[src/sv/r30_pkg.sv]
// r30_pkg: types, opcodes, status codes and constants for the radix-2^30 arithmetic unit
// used by every module of the unit; no dependencies
package r30_pkg;

  localparam int DIGIT_BITS_DEF = 30;
  localparam int NUM_W = 64;
  localparam int NUM_CELLS = NUM_W;

  typedef enum logic [1:0] {
    OP_MULMOD = 2'd0,
    OP_MULADD = 2'd1,
    OP_DIVREM = 2'd2,
    OP_SMOD   = 2'd3
  } opcode_t;

  typedef enum logic [1:0] {
    ST_OK      = 2'd0,
    ST_DIVZERO = 2'd1,
    ST_WIDEQ   = 2'd2
  } status_t;

  typedef struct packed {
    logic [1:0]  opcode;
    logic [31:0] operand_a;
    logic [31:0] operand_b;
    logic [31:0] operand_c;
    logic [31:0] operand_d;
  } in_beat_t;

  typedef struct packed {
    logic [31:0] first_result;
    logic [33:0] second_result;
    logic [1:0]  status;
  } out_beat_t;

  // item travelling through the division cells
  typedef struct packed {
    logic        vld;
    logic [1:0]  opcode;
    logic        divzero;
    logic        neg_n;
    logic        neg_d;
    logic [63:0] n;
    logic [31:0] dv;
    logic [32:0] rem;
    logic [63:0] quo;
    logic [33:0] hi;
    logic [31:0] lo;
  } cell_t;

endpackage

[src/sv/r30_cell.sv]
// r30_cell: one restoring division step, one quotient bit per cell
// depends on r30_pkg
module r30_cell #(
  parameter int BIT_IDX = 63
) (
  input  logic           clk,
  input  logic           rst,
  input  logic           en,
  input  r30_pkg::cell_t in_cell,
  output r30_pkg::cell_t out_cell
);
  import r30_pkg::*;

  cell_t      nxt;
  logic [33:0] trial, diff;

  always_comb begin
    nxt   = in_cell;
    trial = {in_cell.rem, in_cell.n[BIT_IDX]};
    diff  = trial - {2'b00, in_cell.dv};
    if (!diff[33]) begin
      nxt.rem = diff[32:0];
      nxt.quo[BIT_IDX] = 1'b1;
    end else begin
      nxt.rem = trial[32:0];
      nxt.quo[BIT_IDX] = 1'b0;
    end
  end

  always_ff @(posedge clk) begin
    if (rst) begin
      out_cell.vld <= 1'b0;
    end else if (en) begin
      out_cell.vld <= nxt.vld;
    end
    if (en) begin
      out_cell.opcode  <= nxt.opcode;
      out_cell.divzero <= nxt.divzero;
      out_cell.neg_n   <= nxt.neg_n;
      out_cell.neg_d   <= nxt.neg_d;
      out_cell.n       <= nxt.n;
      out_cell.dv      <= nxt.dv;
      out_cell.rem     <= nxt.rem;
      out_cell.quo     <= nxt.quo;
      out_cell.hi      <= nxt.hi;
      out_cell.lo      <= nxt.lo;
    end
  end

endmodule

[config.mk]
export PLATFORM = sky130hd
export DESIGN_NAME = r30_cell
export DESIGN_NICKNAME = d
export VERILOG_FILES = /design/src/sv/r30_pkg.sv /design/src/sv/r30_cell.sv
export SDC_FILE = /design/constraint.sdc
export NUM_CORES = 1
export LEC_CHECK = 0
export BUFFER_PORTS_ARGS = -buffer_cell sky130_fd_sc_hd__buf_4
export CAP_MARGIN = 25
export CELL_PAD_IN_SITES_DETAIL_PLACEMENT = 1
export CELL_PAD_IN_SITES_GLOBAL_PLACEMENT = 2
export CORE_ASPECT_RATIO = 0.5
export CORE_MARGIN = 2
export CORE_UTILIZATION = 27
export CTS_BUF_LIST = sky130_fd_sc_hd__clkbuf_8
export DETAILED_ROUTE_END_ITERATION = 12
export GPL_ROUTABILITY_DRIVEN = 1
export GPL_TIMING_DRIVEN = 0
export PLACE_DENSITY_LB_ADDON = 0.1
export SLEW_MARGIN = 20
export SYNTH_ARGS = -nofsm -noshare
export SYNTH_HDL_FRONTEND = slang
export SYNTH_SLANG_ARGS = --single-unit
[constraint.sdc]
create_clock -name clk -period 2.9 [get_ports clk]
set_clock_uncertainty 0.1 [all_clocks]
set_input_delay 0.435 -clock clk [delete_from_list [all_inputs] [get_ports clk]]
set_output_delay 0.435 -clock clk [all_outputs]
set_load 0.01 [all_outputs]
Word level (Yosys, flattened, before mapping)
Index checks and enable logic that the tools add are counted.
{"block": "word_totals", "regBits": 265, "output_inout_bits": 265}
{"block": "op_classes", "addsub": 1, "n_mux": 1}
{"cell": "34-bit 2-to-1 mux", "count": 1}
{"cell": "34-bit by 32-bit subtractor with 34-bit output", "count": 1}

Longest topological paths before layout
{"block": "logic_depth", "word_depth": 2, "ltp_mapped": 14, "ltp_nobuf": 12}

Worst setup path after synthesis
OpenSTA, ideal clock, no wires.
{"block": "synth_path", "path_type": "input port to flip-flop", "startpoint": "in in_cell[258] (netlist name)", "endpoint": "reg out_cell[150] (netlist name), data pin", "setup_ps": 262, "arrival_time_ps": 2729, "required_time_ps": 2538, "slack_ps": -191, "path_stages": 12, "path_buffers": 0, "cell_sequence": "inv_1 > ha_1 > fa_1 > nand2b_1 > a21oi_1 > o22ai_2 > o311a_1 > nor3_1 > a41oi_1 > nand3_1 > o311ai_1 > mux2_1"}
{"element": "start, declared", "line_no": "r30_cell.sv:9", "text": "input r30_pkg::cell_t in_cell,"}
{"element": "end, declared", "line_no": "r30_cell.sv:10", "text": "output r30_pkg::cell_t out_cell"}

==> flow_metrics.tcl <==
set metrics [dict create \
    crit_path_top_delay_cell "o31ai_2" \
    worst_pin_slew_ns 0.583 \
    drt_iter0_markers 328 \
    finalSetupViolations 0 \
    hold_viol_final 0 \
    reg_top3 "out_cell: 265 flops" \
    drv_cap 0 \
    ir_worst_vdd_uv 254 \
    die_area_sq_mm 0.0395 \
    yosysTopAreaCell "edfxtp_1" \
    layout.cells.non_filler 1905 \
    async_flop_share_pct 0 \
    clock_latency_ns 0.56 \
    rows 50 \
    dp_hpwl_mm 28.6 \
    leakage_nw 7.84 \
    worstHoldStart "en" \
    ctsRootBufferMaster "clkbuf_8" \
    max_stage_delay_ns 0.37 \
    grt_pass1_vias 8783 \
    syn_area_per_cell_sq_um 18.1 \
    topRoutingLayerUsed "met5" \
    grt_max_degree 100 \
    yosysWarnings 0 \
    r2r_slack_ns 1.66 \
    synth.distinct_cells 55 \
    synthCells 565 \
    setup-tns-final_ns 0 \
    drive_gt1_share_pct 45.7 \
    place_inst 1593 \
    dr_wl_met3_mm 2.24 \
    dpl_cell_area_sq_mm 0.0151 \
    final_core_util_pct 48.8 \
    power.total_mw 9.94 \
    synthTopCellsByArea "edfxtp_1 (78%), ha_1 (3.9%), mux2_4 (2.5%), xnor2_1 (1.5%), inv_1 (1.4%)" \
    max_freq_ghz 0.356 \
    nFillCells 3855 \
    cts-buffers-inserted 42 \
    period_needed_ns 2.81 \
    met1_length_mm 15.3 \
    htreeDepth 2 \
    die_h_microns 141 \
    insertedDiodeCount 0 \
    largest_reg_flops 265 \
    ant_nets 0 \
    area_delta_synth_final_pct 78.6 \
    cp.required_ns 3.12 \
    grt_pass1_wl_mm 57.3 \
    antenna_found_initial 1 \
    cp-end-kind "register" \
    syn-num-nets 866 \
    avgViaCountPerCell 4.29 \
    dp_slack_ns -0.720 \
    fin_ws_ns 0.0879 \
    gp_routability_congestion 0.834 \
    vias 8170 \
    status "complete, no violations" \
    crit_path_cell_trace "buf_4 -> ha_4 -> fa_2 -> nand2b_4 -> a21oi_2 -> o22ai_4 -> o31ai_2 -> a41o_2 -> a221o_1 -> a21oi_1 -> xnor2_1 -> mux2_4" \
    crit_path_start "in_cell[163]" \
    avgRoutedWirePerCell_microns 20.8 \
    pin_count 533 \
    drt_wl_total_mm 39.5 \
    synth_top_area_share_pct 77.7 \
    crit_fanout 5 \
    period_share_pct 97.0 \
    finalMaxSlewViolations 0 \
    synth-edff-count 264 \
    hold_class "input port to register" \
    wl_met2_mm 20.9 \
    timing.rr.start "out_cell[264]" \
    core_sq_mm 0.0373 \
    powerDensity_mw_per_mm2 545 \
    clockBufferDepth 3 \
    first_pass_iters 4 \
    cts_tree "built" \
    dieWidth_microns 279 \
    largest-register "out_cell" \
    initial_utilization_pct 27.3 \
    whs_ns 0.0627 \
    clk_pin_slew_ns 0.06 \
    nNetsFinal 1681 \
    critPathKind "input port to register" \
    cts.sinks 265 \
    design_area_sq_mm 0.0182 \
    relSlewSlack_pct 61.1 \
    overflow 0 \
    arrival_ns 3.03 \
    seq_area_frac_synth_pct 77.9 \
    synth_seq_cells 265 \
    netlist_area_sq_mm 0.0102 \
    grt_use_total_pct 19.5 \
    drc 0 \
    ys.flop_type "edfxtp_1" \
    numPortBuffers 531 \
    start_kind "input port" \
]
## synthesized netlist by cell type (3+ instances only)
cell type  count
a211oi_1       3
xnor2_1       17
mux2_1        10
buf_6          3
buf_2          3
nor2_1        19
nand3_1        8
inv_1         39
a21o_1        14
ha_1          32
o211ai_1       5
o21bai_1       3
mux2_2         3
a21oi_1       25
nand2_1       12
nor3_1         6
nor2b_1        3
o21ai_0       11
nand4_1        4
a2111oi_0      3
mux2_4        17
and3_1         4
edfxtp_1     264
mux2i_1        3
a31oi_1        4
xor2_1         9
nand2b_1       4
and2_1         3
## power by group
group | switching, mW | leakage (nW) | internal (mW)
Clock | 1.60 | 0.458 | 1.57
Sequential | 0.104 | 2.59 | 4.61
Combinational | 0.910 | 4.79 | 1.15
## cells by family after synthesis
kind of cell / Yosys count / synth area share [%]
AOI/OAI and AO/OA: 93 / 6.29
xor gates and xnor gates: 26 / 2.23
adders and majority gates: 33 / 4.12
buffers and inverters: 47 / 1.99
DFF: 265 / 77.9
muxes: 33 / 4.23
and+or+nand+nor: 68 / 3.27
## metal layers
| metal | up-vias | global-route usage, % |
|---|---|---|
| li1 | 3818 | - |
| met1 | 4060 | 22.6 |
| met2 | 219 | 35.3 |
| met3 | 71 | 5.42 |
| met4 | 2 | 6.11 |
| met5 | - | 0 |
## critical path, delay by kind of cell
family	cells	cell delay, ns
AOI/OAI and AO/OA	6	1.37
xor gates and xnor gates	1	0.14
adders and majority gates	2	0.53
buffers and inverters	1	0.13
muxes	1	0.25
and+or+nand+nor	1	0.16
## area by class of cell
class	instances	area (sq um)	share of cell area (%)
well taps	494	618	3.39
flip-flops and latches	265	7950	43.6
clock buffers	43	592	3.25
clock inverters	32	190	1.04
plain buffers	8	80.1	0.439
multi-input cells	253	2220	12.2
repair buffers	771	6440	35.3
inverters	39	146	0.803
## worst paths after layout
path                         to  cells past startpoint
hold reg to reg   out_cell[264]                      3
setup / recovery  out_cell[160]                     12
setup reg to reg  out_cell[264]                      3
hold / removal    out_cell[130]                      1
## cells in the final DEF, fill, tap and decap left out, types with 7 or more instances in the layout
master | Yosys | routed
nor2_1 | 19 | 19
mux2_1 | 10 | 10
ha_4 | 0 | 7
o21ai_0 | 11 | 8
xor2_1 | 9 | 9
clkinv_1 | 0 | 9
inv_1 | 39 | 53
nand3_1 | 8 | 8
clkbuf_8 | 0 | 43
a21o_1 | 14 | 14
nand2_1 | 12 | 11
mux2_4 | 17 | 17
a21oi_1 | 25 | 21
dlygate4sd3_1 | 0 | 232
edfxtp_1 | 264 | 264
ha_1 | 32 | 25
xnor2_1 | 17 | 17
buf_4 | 0 | 535
## repair_timing
action	in CTS	in global routing
setup buffers	1	4
resized for setup	1	10
pin swaps	2	6
hold buffers	232	0
hold endpoints to repair	231	0
setup endpoints to repair	27	28
No activity file was read; power rests on OpenSTA's default activity.
