**src/sv/r30_pkg.sv**
```systemverilog
// r30_pkg: types, opcodes, status codes and constants for the radix-2^30 arithmetic unit
// used by every module of the unit; no dependencies
package r30_pkg;

  localparam int DIGIT_BITS_DEF = 30;
  localparam int NUM_W = 64;
  localparam int NUM_CELLS = NUM_W;

  typedef enum logic [1:0] {
    OP_MULMOD = 2'd0,
    OP_MULADD = 2'd1,
    OP_DIVREM = 2'd2,
    OP_SMOD   = 2'd3
  } opcode_t;

  typedef enum logic [1:0] {
    ST_OK      = 2'd0,
    ST_DIVZERO = 2'd1,
    ST_WIDEQ   = 2'd2
  } status_t;

  typedef struct packed {
    logic [1:0]  opcode;
    logic [31:0] operand_a;
    logic [31:0] operand_b;
    logic [31:0] operand_c;
    logic [31:0] operand_d;
  } in_beat_t;

  typedef struct packed {
    logic [31:0] first_result;
    logic [33:0] second_result;
    logic [1:0]  status;
  } out_beat_t;

  // item travelling through the division cells
  typedef struct packed {
    logic        vld;
    logic [1:0]  opcode;
    logic        divzero;
    logic        neg_n;
    logic        neg_d;
    logic [63:0] n;
    logic [31:0] dv;
    logic [32:0] rem;
    logic [63:0] quo;
    logic [33:0] hi;
    logic [31:0] lo;
  } cell_t;

endpackage

```
**src/sv/r30_back.sv**
```systemverilog
// r30_back: sign fix-up, status and result formatting after the division chain
// depends on r30_pkg
module r30_back (
  input  logic               clk,
  input  logic               rst,
  input  logic               en,
  input  r30_pkg::cell_t     in_cell,
  output logic               out_vld,
  output r30_pkg::out_beat_t out_beat
);
  import r30_pkg::*;

  out_beat_t   nxt;
  logic [31:0] r_adj;
  logic        q_zero;
  logic        wide_s;

  always_comb begin
    q_zero = (in_cell.quo == 64'd0);
    // signed quotient magnitude is quo, sign neg_n ^ neg_d
    if (in_cell.neg_n ^ in_cell.neg_d) begin
      wide_s = (in_cell.quo > 64'h8000_0000) && !q_zero;
    end else begin
      wide_s = (in_cell.quo > 64'h7fff_ffff);
    end
    if (in_cell.neg_n && (in_cell.rem[31:0] != 32'd0)) begin
      r_adj = in_cell.dv - in_cell.rem[31:0];
    end else begin
      r_adj = in_cell.rem[31:0];
    end
    nxt = '0;
    if (in_cell.divzero) begin
      nxt.status = ST_DIVZERO;
    end else begin
      unique case (opcode_t'(in_cell.opcode))
        OP_MULMOD: begin
          nxt.first_result = in_cell.rem[31:0];
          nxt.status = (in_cell.quo[63:32] != 32'd0) ? ST_WIDEQ : ST_OK;
        end
        OP_MULADD: begin
          nxt.first_result  = in_cell.lo;
          nxt.second_result = in_cell.hi;
        end
        OP_DIVREM: begin
          nxt.first_result  = in_cell.quo[31:0];
          nxt.second_result = {2'b00, in_cell.rem[31:0]};
          nxt.status = (in_cell.quo[63:32] != 32'd0) ? ST_WIDEQ : ST_OK;
        end
        default: begin
          nxt.first_result = r_adj;
          nxt.status = wide_s ? ST_WIDEQ : ST_OK;
        end
      endcase
    end
  end

  always_ff @(posedge clk) begin
    if (rst) begin
      out_vld <= 1'b0;
    end else if (en) begin
      out_vld <= in_cell.vld;
    end
    if (en) begin
      out_beat <= nxt;
    end
  end

endmodule

```
**config.mk**
```make
export PLATFORM = sky130hd
export DESIGN_NAME = r30_back
export DESIGN_NICKNAME = d
export VERILOG_FILES = /design/src/sv/r30_pkg.sv /design/src/sv/r30_back.sv
export SDC_FILE = /design/constraint.sdc
export NUM_CORES = 1
export LEC_CHECK = 0
export BUFFER_PORTS_ARGS = -buffer_cell sky130_fd_sc_hd__buf_2
export CAP_MARGIN = 10
export CORE_MARGIN = 5
export CORE_UTILIZATION = 24
export DETAILED_ROUTE_END_ITERATION = 6
export GPL_TIMING_DRIVEN = 0
export PLACE_DENSITY = 0.53
export RECOVER_POWER = 50
export SLEW_MARGIN = 5
export SYNTH_ARGS = -nofsm -noshare
export SYNTH_HDL_FRONTEND = slang
export SYNTH_SLANG_ARGS = --single-unit
```
**constraint.sdc**
```tcl
create_clock -name clk -period 4.1 [get_ports clk]
set_input_delay 1.23 -clock clk [delete_from_list [all_inputs] [get_ports clk]]
set_output_delay 1.23 -clock clk [all_outputs]
set_load 0.005 [all_outputs]
```
# [After elaboration in Yosys (flattened, before gate mapping)]
# Cells that the tools add are included.
[op_classes] addsub=1 magnitude_cmp=2 eq_ne=2 n_mux=7 bitwise_logic=1 reduce_logical=8
[op_table] op="case mux 32 bit (3 select lines)" count=1
[op_table] op="case mux 34 bit (2 select lines)" count=1
[op_table] op="greater-than comparator 64 x 31 -> 1 bit (second input constant)" count=1
[op_table] op="greater-than comparator 64 x 32 -> 1 bit (second input constant)" count=1
[op_table] op="zero test 64 bit" count=1
[op_table] op="nonzero test 32 bit" count=2
[op_table] op="2-to-1 mux 32 bit" count=1
[op_table] op="subtractor 32 bit" count=1
[op_table] op="2-to-1 mux 2 bit" count=2
[op_table] op="case mux 2 bit (2 select lines)" count=1
[op_table] op="== test 2 x 1 -> 1 bit (second input constant)" count=1
[op_table] op="== test 2 bit (second input constant)" count=1
[op_table] op="logical AND 1 bit" count=2
[op_table] op="zero test 2 bit" count=1
[op_table] op="OR reduction 2 bit" count=1
[op_table] op="zero test 1 bit" count=1
[op_table] op="2-to-1 mux 1 bit" count=1
[op_table] op="bitwise XOR 1 bit" count=1
[totals] ff_bits=69 out_inout_bits=69 wordCells=25

# [Logic depth before layout (Yosys ltp)]
[logic_depth] depth_word=6 mapped_depth=11 ltp_nobuf=11

# [Worst setup path after synthesis]
# No wires, ideal clock.
[synth_timing] path_kind="input-to-reg" start="input port in_cell[163] (netlist name)" end="register out_beat[64] (netlist name) (data pin)" setup_time_ns=0.255 arrival_time_ns=3.554 required_time_ns=3.845 path_slack_ns=0.291 stages=11 path_buffers=0 cell_sequence="inv_1 -> ha_1 -> fa_1 -> and2b_1 -> o21ai_1 -> a311o_1 -> a21boi_2 -> a22o_4 -> a31oi_2 -> or4_1 -> and3_1"
[synth_via] elab_chain_cells=3
[synth_lines] item="start, declared" line="r30_back.sv:7" source="input r30_pkg::cell_t in_cell,"
[synth_lines] item="subtractor 32 bit" line="r30_back.sv:27" source="r_adj = in_cell.dv - in_cell.rem[31:0];"
[synth_lines] item="2-to-1 mux 32 bit" line="r30_back.sv:26" source="if (in_cell.neg_n && (in_cell.rem[31:0] != 32'd0)) begin"
[synth_lines] item="case mux 32 bit (3 select lines)" line="r30_back.sv:35" source="unique case (opcode_t'(in_cell.opcode))"
[synth_lines] item="end signal, assigned" line="r30_back.sv:64" source="out_beat <= nxt;"
[synth_lines] item="end, declared" line="r30_back.sv:9" source="output r30_pkg::out_beat_t out_beat"
# Every way passes these cells.
# A chain may end at the register's enable or synchronous reset.

# [Worst setup path after layout]
[layout_timing] start="input port in_cell[130] (netlist name)" end="register out_beat[64] (netlist name) (data pin)"
[layout_via] elab_chain_cells=4 word_cells_on_any_way=5 cone_classes="1 x add/sub; 2 x mux; 2 x reduce/logical"
[layout_lines] item="parallel branches: the longest is 2 deep, another holds subtractor 32 bit"
[layout_lines] item="2-to-1 mux 32 bit (*)" line="r30_back.sv:26"
[layout_lines] item="case mux 32 bit (3 select lines) (*)" line="r30_back.sv:35"
# Every way passes the cells marked *.

==> flow_summary.ini <==
[clocking]
clk-insertion-delay-late_ns = 0.34
cts_resized = 0
cts_root_buffer = clkbuf_16
cts_tree = built
clkSinkCount = 69
cts_buffers = 9
clk_pin_slew_worst_paths_ns = 0.06
htree_levels = 3
cts_hold_buf = 0
cts_buffer_depth = 2
post-cts-setup-buffers = 0

[detailed_routing]
via_count = 6725
dr.pass1.iters = 5
drt_iter0_markers = 730
avgRoutedWirePerCell_um = 23.0
ant_nets = 0
wl_mm = 29.3
via_per_inst = 5.27
drc = 0

[critical_path]
r2r_slack_ns = 3.49
worst-path-max-fanout = 7
cp_top_family = compound AO/OA/AOI/OAI gates
path_cells = buf_2 > ha_1 > fa_1 > and2b_1 > o21ai_1 > a311o_1 > a21boi_2 > a22o_4 > a31oi_2 > or4_1 > and3_1
critPathSlowestCell = or4_1
ff2ff_path_depth = 2
crit_arrival_ns = 4.02
r2r_start = out_vld
crit_buf_inv = 1
cp.required_ns = 4.18
max_stage_delay_ns = 0.52
endpoint_kind = register
crit_type = primary input to register
startpoint_type = primary input
rr_endpoint = out_vld

[cells_and_area]
final_common_cell = buf_2
nets = 1251
stdcell_area_mm2 = 0.00786
drive_gt1_share_pct = 28.9
final_util_pct = 32.6
nFillCells = 2652
final_cell_mix = 246 x buf_2, 70 x nor2_1, 68 x edfxtp_1, 59 x clkbuf_1, 57 x nand2_1
area_growth_pct = 35.4
final_cells = 1277

[global_route]
met2_usage_pct = 32.9
gr-total-overflow = 0
grt_use_total_pct = 20.6
met1_usage_pct = 27.2
grt_pass1_wl_mm = 41.6
grtUsageMet3_pct = 4.02
grt_max_degree = 68
grt_pass1_vias = 6610
antenna_found_initial = 2
top_usage_layer = met2

[yosys]
synth_cells = 664
synth.avg_cell_area_um2 = 8.75
synthArstFlopShare_pct = 0
ys_seq_area_share_pct = 35.5
synth_xor_area_share_pct = 2.87
synth_flop_cell = edfxtp_1
synth_top_family_by_area = compound AO/OA/AOI/OAI gates
synth-warning-count = 0
muxShareOfSynthArea_pct = 1.40
syn_nets = 968
synth_compound_area_share_pct = 28.9
synth-edff-count = 68
synth-simple-area-share_pct = 17.7
syn_area_mm2 = 0.00581
ys_ff_latch = 69
synthAdderAreaFrac_pct = 7.89
ys_types = 73

[flow_run]
cap_violations = 1

[sta]
hold_viol = 0
timing.fmax_mhz = 254
period_share_pct = 96.0
finalSetupViolations = 0
finalWorstSetupSlack_ns = 0.166
finalSetupTns_ns = 0
fin_crit_ns = 3.93
slew_violations = 68
rsz0062_at_grt = no
tightest_slew_ns = 1.76
slew_headroom_pct = -17.6
timing.hold.ws_ns = 0.518
skew_ns = 0

[outcome]
status = complete, but fails checks
violations = max-capacitance violations, max-slew violations

[pwr]
vdd_drop_max_v = 0.000213
p_leak_nw = 3.32
power_mw = 2.47
power_density_mw_per_mm2 = 315

[place]
dpl_cell_area_mm2 = 0.00760
routabilityCongestion = 0.946
io_buffers = 271
dp_slack_ns = -0.178
dp_cells = 1260
hpwl_mm = 24.4

[floorplanning]
die_w_um = 166
die_height_um = 166
num_rows = 57
dieArea_mm2 = 0.0274
core-area_mm2 = 0.0241
start_util_pct = 24.1
io_pins = 337

[hold_path]
worstHoldStart = out_vld
hold_path_class = register to register
hold_path_depth = 2
whs_endpoint = out_vld
==> power breakdown <==
| part | internal, mW | leakage [nW] | total [mW] | switching, mW |
|---|---|---|---|---|
| clock | 0.536 | 0.156 | 0.853 | 0.318 |
| combinational | 0.292 | 2.50 | 0.758 | 0.466 |
| sequential | 0.843 | 0.659 | 0.862 | 0.0192 |
| total | 1.67 | 3.32 | 2.47 | 0.803 |
==> state kept, by name, indices dropped and copies added, names as in the netlist <==
| register | flops |
|---|---|
| out_beat | 68 |
| out_vld | 1 |
==> synthesized netlist by cell type, types with 9 or more instances <==
library cell,n,area share [%]
o21ai_0,27,2.3
nor2_1,70,4.5
buf_1,9,0.58
a211oi_1,15,1.9
nand4_1,10,1.1
nand2_1,57,3.7
a221oi_1,10,1.5
a221o_1,13,2.2
a21oi_1,47,4.1
inv_1,41,2.7
a22oi_1,37,4.8
nor4_1,26,2.8
a222oi_1,15,2.6
ha_1,35,7.5
o21ai_1,17,1.5
xor2_1,11,1.7
clkbuf_1,30,1.9
edfxtp_1,68,35
==> worst reg2reg max path: stages (launching register included) <==
cell	delay, ns
dfxtp_1	0.32
mux2i_1	0.12
nor2_1	0.06
==> how the worst max path moves through the flow <==
stage	startpoint	end	depth (start not counted)
2_1_floorplan	in_cell[163]	out_beat[64]	11
3_3_place_gp	in_cell[130]	out_beat[64]	11
3_5_place_dp	in_cell[130]	out_beat[64]	11
4_1_cts	in_cell[130]	out_beat[64]	11
5_1_grt	in_cell[130]	out_beat[64]	11
6_report	in_cell[130]	out_beat[64]	11
==> cell families (layout without fill, tap and decap cells) <==
group / Yosys count / count (layout)
XOR/XNOR: 19 / 19
other: 0 / 1
buffers and inverters: 86 / 374
multiplexers: 8 / 8
AO/OA/AOI/OAI: 233 / 233
flip-flops: 69 / 69
adder cells (fa/ha/maj): 36 / 36
AND/OR/NAND/NOR: 213 / 213
==> routing by layer <==
layer,vias up,wire [um]
li1,3158,-
met1,3178,12500
met2,336,13200
met3,51,2470
met4,2,1140
met5,-,7
==> cell type report <==
class	instances	area, um^2	area share, %
antenna	1	2.50	0.0318
tap	324	405	5.16
timing repair buffer	272	1330	16.8
clock inverter	7	98.8	1.26
sequential	69	2060	26.2
multi-input combinational	509	3410	43.4
inverter	42	158	2.00
buffer	44	174	2.21
clock buffer	9	225	2.86
No activity file was read; power rests on OpenSTA's default activity.
