$ cat config.mk
export PLATFORM = sky130hd
export DESIGN_NAME = r30_front
export DESIGN_NICKNAME = d
export VERILOG_FILES = /design/src/sv/r30_pkg.sv /design/src/sv/r30_front.sv
export SDC_FILE = /design/constraint.sdc
export NUM_CORES = 2
export LEC_CHECK = 0
export ABC_AREA = 1
export BUFFER_PORTS_ARGS = -buffer_cell sky130_fd_sc_hd__buf_2
export CAP_MARGIN = 40
export CORE_UTILIZATION = 55
export CTS_CLUSTER_DIAMETER = 50
export CTS_CLUSTER_SIZE = 12
export DETAILED_ROUTE_END_ITERATION = 16
export GPL_TIMING_DRIVEN = 0
export PLACE_DENSITY_LB_ADDON = 0.25
export SETUP_SLACK_MARGIN = 0.4
export SLEW_MARGIN = 40
export SYNTH_ARGS = -nofsm -noshare
export SYNTH_HDL_FRONTEND = slang
export SYNTH_SLANG_ARGS = --single-unit
$ cat constraint.sdc
create_clock -name clk -period 8.8 [get_ports clk]
set_input_delay 1.32 -clock clk [delete_from_list [all_inputs] [get_ports clk]]
set_output_delay 1.32 -clock clk [all_outputs]
set_load 0.05 [all_outputs]
$ cat src/sv/r30_pkg.sv
// r30_pkg: types, opcodes, status codes and constants for the radix-2^30 arithmetic unit
// used by every module of the unit; no dependencies
package r30_pkg;

  localparam int DIGIT_BITS_DEF = 30;
  localparam int NUM_W = 64;
  localparam int NUM_CELLS = NUM_W;

  typedef enum logic [1:0] {
    OP_MULMOD = 2'd0,
    OP_MULADD = 2'd1,
    OP_DIVREM = 2'd2,
    OP_SMOD   = 2'd3
  } opcode_t;

  typedef enum logic [1:0] {
    ST_OK      = 2'd0,
    ST_DIVZERO = 2'd1,
    ST_WIDEQ   = 2'd2
  } status_t;

  typedef struct packed {
    logic [1:0]  opcode;
    logic [31:0] operand_a;
    logic [31:0] operand_b;
    logic [31:0] operand_c;
    logic [31:0] operand_d;
  } in_beat_t;

  typedef struct packed {
    logic [31:0] first_result;
    logic [33:0] second_result;
    logic [1:0]  status;
  } out_beat_t;

  // item travelling through the division cells
  typedef struct packed {
    logic        vld;
    logic [1:0]  opcode;
    logic        divzero;
    logic        neg_n;
    logic        neg_d;
    logic [63:0] n;
    logic [31:0] dv;
    logic [32:0] rem;
    logic [63:0] quo;
    logic [33:0] hi;
    logic [31:0] lo;
  } cell_t;

endpackage

$ cat src/sv/r30_front.sv
// r30_front: product stage and operand conditioning ahead of the division chain
// depends on r30_pkg
module r30_front #(
  parameter int DIGIT_BITS = r30_pkg::DIGIT_BITS_DEF
) (
  input  logic            clk,
  input  logic            rst,
  input  logic            en,
  input  logic            in_vld,
  input  r30_pkg::in_beat_t in_beat,
  output r30_pkg::cell_t  out_cell
);
  import r30_pkg::*;

  localparam logic [63:0] LOW_MASK = (64'd1 << DIGIT_BITS) - 64'd1;

  // stage 1: multiply
  logic        s1_vld;
  logic [1:0]  s1_op;
  logic [63:0] s1_prod;
  logic [31:0] s1_a, s1_b, s1_c, s1_d;

  logic signed [32:0] ma, mb;
  logic signed [65:0] mp;

  always_comb begin
    if (in_beat.opcode == OP_SMOD) begin
      ma = {in_beat.operand_a[31], in_beat.operand_a};
      mb = {in_beat.operand_b[31], in_beat.operand_b};
    end else begin
      ma = {1'b0, in_beat.operand_a};
      mb = {1'b0, in_beat.operand_b};
    end
    mp = ma * mb;
  end

  always_ff @(posedge clk) begin
    if (rst) begin
      s1_vld <= 1'b0;
    end else if (en) begin
      s1_vld <= in_vld;
    end
    if (en) begin
      s1_op   <= in_beat.opcode;
      s1_prod <= mp[63:0];
      s1_a    <= in_beat.operand_a;
      s1_b    <= in_beat.operand_b;
      s1_c    <= in_beat.operand_c;
      s1_d    <= in_beat.operand_d;
    end
  end

  // stage 2: add, take magnitudes
  cell_t       nxt;
  logic [63:0] sum_u, sum_s, nd, dabs;
  logic [33:0] hi_full;

  always_comb begin
    sum_u = s1_prod + {32'd0, s1_c};
    sum_s = s1_prod + {{32{s1_c[31]}}, s1_c};
    hi_full = 34'(sum_u >> DIGIT_BITS);
    dabs  = s1_d[31] ? (64'd0 - {{32{1'b1}}, s1_d}) : {32'd0, s1_d};
    nxt = '0;
    nxt.vld    = s1_vld;
    nxt.opcode = s1_op;
    nxt.hi     = hi_full;
    nxt.lo     = 32'(sum_u & LOW_MASK);
    nd = '0;
    unique case (opcode_t'(s1_op))
      OP_MULMOD: begin
        nd = s1_prod;
        nxt.dv = s1_c;
      end
      OP_MULADD: begin
        nd = '0;
        nxt.dv = 32'd1;
      end
      OP_DIVREM: begin
        nd = ({32'd0, s1_a} << DIGIT_BITS) + {32'd0, s1_b};
        nxt.dv = s1_c;
      end
      default: begin
        nxt.neg_n = sum_s[63];
        nxt.neg_d = s1_d[31];
        nd = sum_s[63] ? (64'd0 - sum_s) : sum_s;
        nxt.dv = dabs[31:0];
      end
    endcase
    nxt.n = nd;
    nxt.divzero = (s1_op != OP_MULADD) && (nxt.dv == 32'd0);
  end

  always_ff @(posedge clk) begin
    if (rst) begin
      out_cell.vld <= 1'b0;
    end else if (en) begin
      out_cell.vld <= nxt.vld;
    end
    if (en) begin
      out_cell.opcode  <= nxt.opcode;
      out_cell.divzero <= nxt.divzero;
      out_cell.neg_n   <= nxt.neg_n;
      out_cell.neg_d   <= nxt.neg_d;
      out_cell.n       <= nxt.n;
      out_cell.dv      <= nxt.dv;
      out_cell.rem     <= nxt.rem;
      out_cell.quo     <= nxt.quo;
      out_cell.hi      <= nxt.hi;
      out_cell.lo      <= nxt.lo;
    end
  end

endmodule

**Word-level counts from Yosys, hierarchy flattened**

Index checks and enable logic that the tools add are counted.

- Flip-flop bits (word level): 361
- Bits of input ports: 134
- Output and inout port bits: 265
- Logic and storage cells: 37

- Add/sub/neg operators: 5
- $mul: 1
- Equality and inequality tests: 4
- Muxes and demuxes: 6
- Reduce and logical (&&, ||, !) cells: 5

Operators by type and width:

| kind | number |
|---|---|
| 64-bit case mux with 3 select lines | 1 |
| 33-bit 2-to-1 mux | 2 |
| 64-bit by 32-bit adder with 64-bit output | 1 |
| 64-bit adder | 1 |
| 33-bit by 33-bit multiplier with 64-bit output | 1 |
| 64-bit 2-to-1 mux | 1 |
| 32-bit case mux with 2 select lines | 1 |
| 1-bit by 64-bit subtractor with 64-bit output, first input constant | 1 |
| 62-bit by 32-bit adder with 63-bit output | 1 |
| 32-bit zero test | 1 |
| 32-bit 2-to-1 mux | 1 |
| 1-bit by 32-bit subtractor with 32-bit output, first input constant | 1 |
| 2-bit == test, second input constant | 2 |
| 3-bit OR reduction | 1 |
| 2-bit by 1-bit == test with 1-bit output, second input constant | 1 |
| 2-bit zero test | 1 |
| 2-bit by 1-bit inequality test with 1-bit output, second input constant | 1 |
| 2-bit OR reduction | 1 |
| 1-bit logical AND | 1 |

**Longest topological paths before layout**

- Depth in word-level cells: 5
- Gate-level depth with buffers: 33

**Worst setup path before layout**

Ideal clock, no wire load.

- Path kind: input-to-reg
- From: in in_beat[127] (netlist bit)
- To: reg s1_prod[60] (data pin)
- Setup time: 0.262 ns
- Arrival time: 8.332 ns
- Required time: 8.538 ns
- Slack: 0.206 ns
- Stages: 27
- Path buffers: 2
- Path through: clkbuf_1 -> clkbuf_1 -> nand2_1 -> nor2_1 -> fa_1 -> fa_1 -> fa_1 -> inv_1 -> fa_1 -> inv_1 -> fa_1 -> fa_1 -> inv_1 -> fa_1 -> inv_1 -> fa_1 -> ha_1 -> nand2_1 -> nor2_1 -> nand2_1 -> inv_1 -> nand2_1 -> nor3_1 -> nand2_1 -> o211ai_1 -> a21oi_1 -> xor2_1

- Cells in the longest elaborated chain, start to end: 2

Ends and longest elaborated chain:

| item | line | source |
|---|---|---|
| start, declared | r30_front.sv:10 | `input r30_pkg::in_beat_t in_beat,` |
| 33-bit 2-to-1 mux | r30_front.sv:27 | `if (in_beat.opcode == OP_SMOD) begin` |
| 33-bit by 33-bit multiplier with 64-bit output | r30_front.sv:34 | `mp = ma * mb;` |
| named net mp[60] | r30_front.sv:24 | `logic signed [65:0] mp;` |
| end signal, assigned | r30_front.sv:45 | `s1_prod <= mp[63:0];` |
| end, declared | r30_front.sv:20 | `logic [63:0] s1_prod;` |

The timed path passes the listed nets, and every way through them passes these cells.
A chain may end at the register's enable or synchronous reset.

**Worst setup path in the final report**

- From: in in_beat[64] (netlist bit)
- To: reg s1_prod[53] (data pin)

The elaborated chain is that of the path after synthesis.

==> impl_metrics.csv <==
group,metric,value,unit
floorplanning,start_util,55.56,%
synthesis,synth_area,62680,um^2
hold_path,hold_path.class,"flop to flop",
synthesis,async_flop_share,0,%
drt,via_per_inst,5.600,
synthesis,seq_area_frac_synth,17.26,%
layout,drive_above_1_share,11.80,%
placed_design,place_ws,-2.077,ns
clock_tree,cts_root_buffer,"clkbuf_16",
synthesis,synth_ff_type,"edfxtp_1",
synthesis,synthMuxAreaShare,0,%
layout,fin_nets,9902,
drt,wl_per_cell,26.72,um
drt,drtIter0Drc,6275,
floorplanning,dieArea,115300,um^2
drt,drc_errors,0,
floorplanning,dieWidth,339.6,um
synthesis,synthDominantCellAreaShare,35.99,%
timing,fin_crit,8.405,ns
grt,grt_usage,45.76,%
placed_design,io_buffers,299,
synthesis,synth_edf_count,359,
timing,finalClockSkew,0.03137,ns
synthesis,synth_top_family_by_area,"adder cells",
floorplanning,die_h,339.6,um
synthesis,synth_xor_area_share,1.952,%
placed_design,dp_hpwl,221.2,mm
timing,slew_headroom,39.99,%
drt,wl,264.6,mm
synthesis,synth_compound_area_share,3.653,%
placed_design,place_congestion,1.079,
synthesis,synth_common_cells,"nand2_1, inv_1, fa_1",
timing,setup_viol,0,
grt,grt_pass1_wl,372.3,mm
grt,grt_pass1_vias,55010,
clock_tree,cts_hold_buffers,0,
synthesis,synth-simple-area-share,20.43,%
floorplanning,core-area,112800,um^2
floorplanning,rows,123,
job,cap_violations,0,
synthesis,synth_largest_area_cell,"fa_1",
timing,fin_ws,0.3952,ns
clock_tree,cts_buffer_depth,3,
critical_path,startpoint_type,"primary input",
timing,maxSlewViolCount,0,
drt,postRouteAntennaNets,0,
critical_path,worst-setup-path-type,"primary input to flop",
critical_path,cp.required,9.12,ns
clock_tree,cts_tree,"yes",
status,status,"finished, final reports clean",
synthesis,avgSynthCellArea,7.973,um^2
drt,num_vias,55460,
layout,syn2layout_area_growth,11.75,%
hold_path,hold_path_depth,2,
synthesis,synth-warning-count,0,
synthesis,synth_fa_ha_area_share,41.56,%
critical_path,crit_path_end_kind,"flop",
clock_tree,htreeDepth,2,
layout,fillers,10130,
synthesis,synth_area_leaders,"fa_1, edfxtp_1, nand2_1",
synthesis,synth_cells,7862,
grt,antenna_found_initial,20,
synthesis,ys_ff_latch,361,
floorplanning,io_pins,399,
clock_tree,clk_pin_slew,0.06,ns
clock_tree,cts_buffers,41,
synthesis,yosysMostFrequentCell,"nand2_1",
critical_path,crit_fanout,10,
timing,max_freq,119.0,MHz
critical_path,reg2reg_depth,16,
drt,firstDrtPassIters,7,
critical_path,crit_arrival,8.72,ns
timing,post-route-period-util,95.51,%
grt,overflow,0,
grt,grt_start_max_net_pins,87,
timing,tightestPinTransition,0.8974,ns
timing,grt_setup_unrepaired,"true",
timing,hold_viol,0,
clock_tree,clk_latency,0.58,ns
clock_tree,clock-sinks,361,
synthesis,ys_types,60,
routing by layer:
metal | routed length [um] | vias up | track usage [%]
met3 | 31770 | 1017 | 13.36
met5 | 105 | - | 0
met1 | 90120 | 26730 | 53.75
li1 | - | 23960 | -
met2 | 115800 | 3739 | 70.12
met4 | 26870 | 14 | 36.92
logic make-up (layout without fill, tap and decap cells):
logic type,count (synthesis),count (layout)
AND/OR/NAND/NOR,3135,3135
buffers and inverters,2418,2840
adder cells (fa/ha/maj),1406,1406
AO/OA/AOI/OAI,403,403
flip-flops,361,361
XOR/XNOR,138,138
other,1,120
placed cells by master (no fill, tap or decap), types with 22 or more instances in the layout:
cell type,instances
nand3_1,205
clkbuf_1,46
nor2_2,40
fa_1,1094
clkbuf_4,64
nor2_1,397
edfxtp_1,359
a21oi_1,143
buf_2,300
nor3_1,59
conb_1,99
clkbuf_16,48
inv_1,2022
nor4_1,22
fa_2,33
o21ai_0,111
nand2_2,45
xor2_1,88
nand2_1,2207
nand4_1,83
buf_6,25
buf_4,185
xnor2_1,47
nand3b_1,22
ha_1,253
clkbuf_2,75
area by class of cell:
class                   count  area (um^2)  area share (%)
diodes                     21        52.55         0.07503
multi-input cells        5181        43470           62.07
plain buffers             372         2718           3.880
clock buffers              51         1106           1.579
flip-flops and latches    361        10820           15.45
inverters                2046         7699           10.99
clock inverters            12        101.3          0.1447
repair buffers            359         2195           3.133
well taps                1500         1877           2.680
through the flow:
step | utilization (%) | area, um^2 | hold slack [ns] | std cells | TNS [ns]
CTS | 61.18 | 69020 | 0.4631 | 9850 | 0
global placement | 58.88 | 66420 | 0.4455 | 9759 | -62.01
detailed placement | 59.11 | 66680 | 0.4574 | 9768 | -54.96
floorplan | - | 63050 | 0.4303 | 7960 | 0
finish | 62.09 | 70040 | 0.4561 | 9903 | 0
global route | 62.06 | 70000 | 0.4958 | 9888 | 0
final timing paths:
check	startpoint	to	slack (ns)
setup / recovery	in_beat[64]	s1_prod[53]	0.40
setup reg to reg	s1_c[0]	out_cell[258]	3.68
hold / removal	s1_vld	out_cell[264]	0.46
hold reg to reg	s1_vld	out_cell[264]	0.46
repair_timing:
action / CTS / global route
pin swaps: 10 / 43
setup endpoints to repair: 41 / 26
gates resized for setup: 354 / 339
gates cloned: 0 / 2
buffers inserted: 19 / 30
worst max-delay path, cell delays in order:
cell and delay, ns:
buf_2 0.32, clkbuf_1 0.56, nand2_1 0.14, inv_1 0.12, fa_1 0.40, inv_1 0.09, fa_1 0.43, fa_1 0.53
fa_1 0.58, fa_1 0.45, fa_1 0.58, fa_1 0.46, fa_1 0.61, inv_1 0.08, ha_1 0.37, nand2_1 0.14
nor2_2 0.17, inv_2 0.13, nor3_2 0.15, nand3_1 0.14, nand3_4 0.24, a21oi_4 0.10, o21ai_2 0.17, a21oi_1 0.12
o21ai_1 0.21, xor2_1 0.09
sequential cells by signal (all words and copies together), names as in the netlist:
register	count
out_cell	166
s1_prod	64
s1_a	32
s1_b	32
s1_c	32
s1_d	32
s1_op	2
s1_vld	1
Power is not shown: default switching activity piles up to over one toggle a cycle in this logic, so the estimate is an artifact.
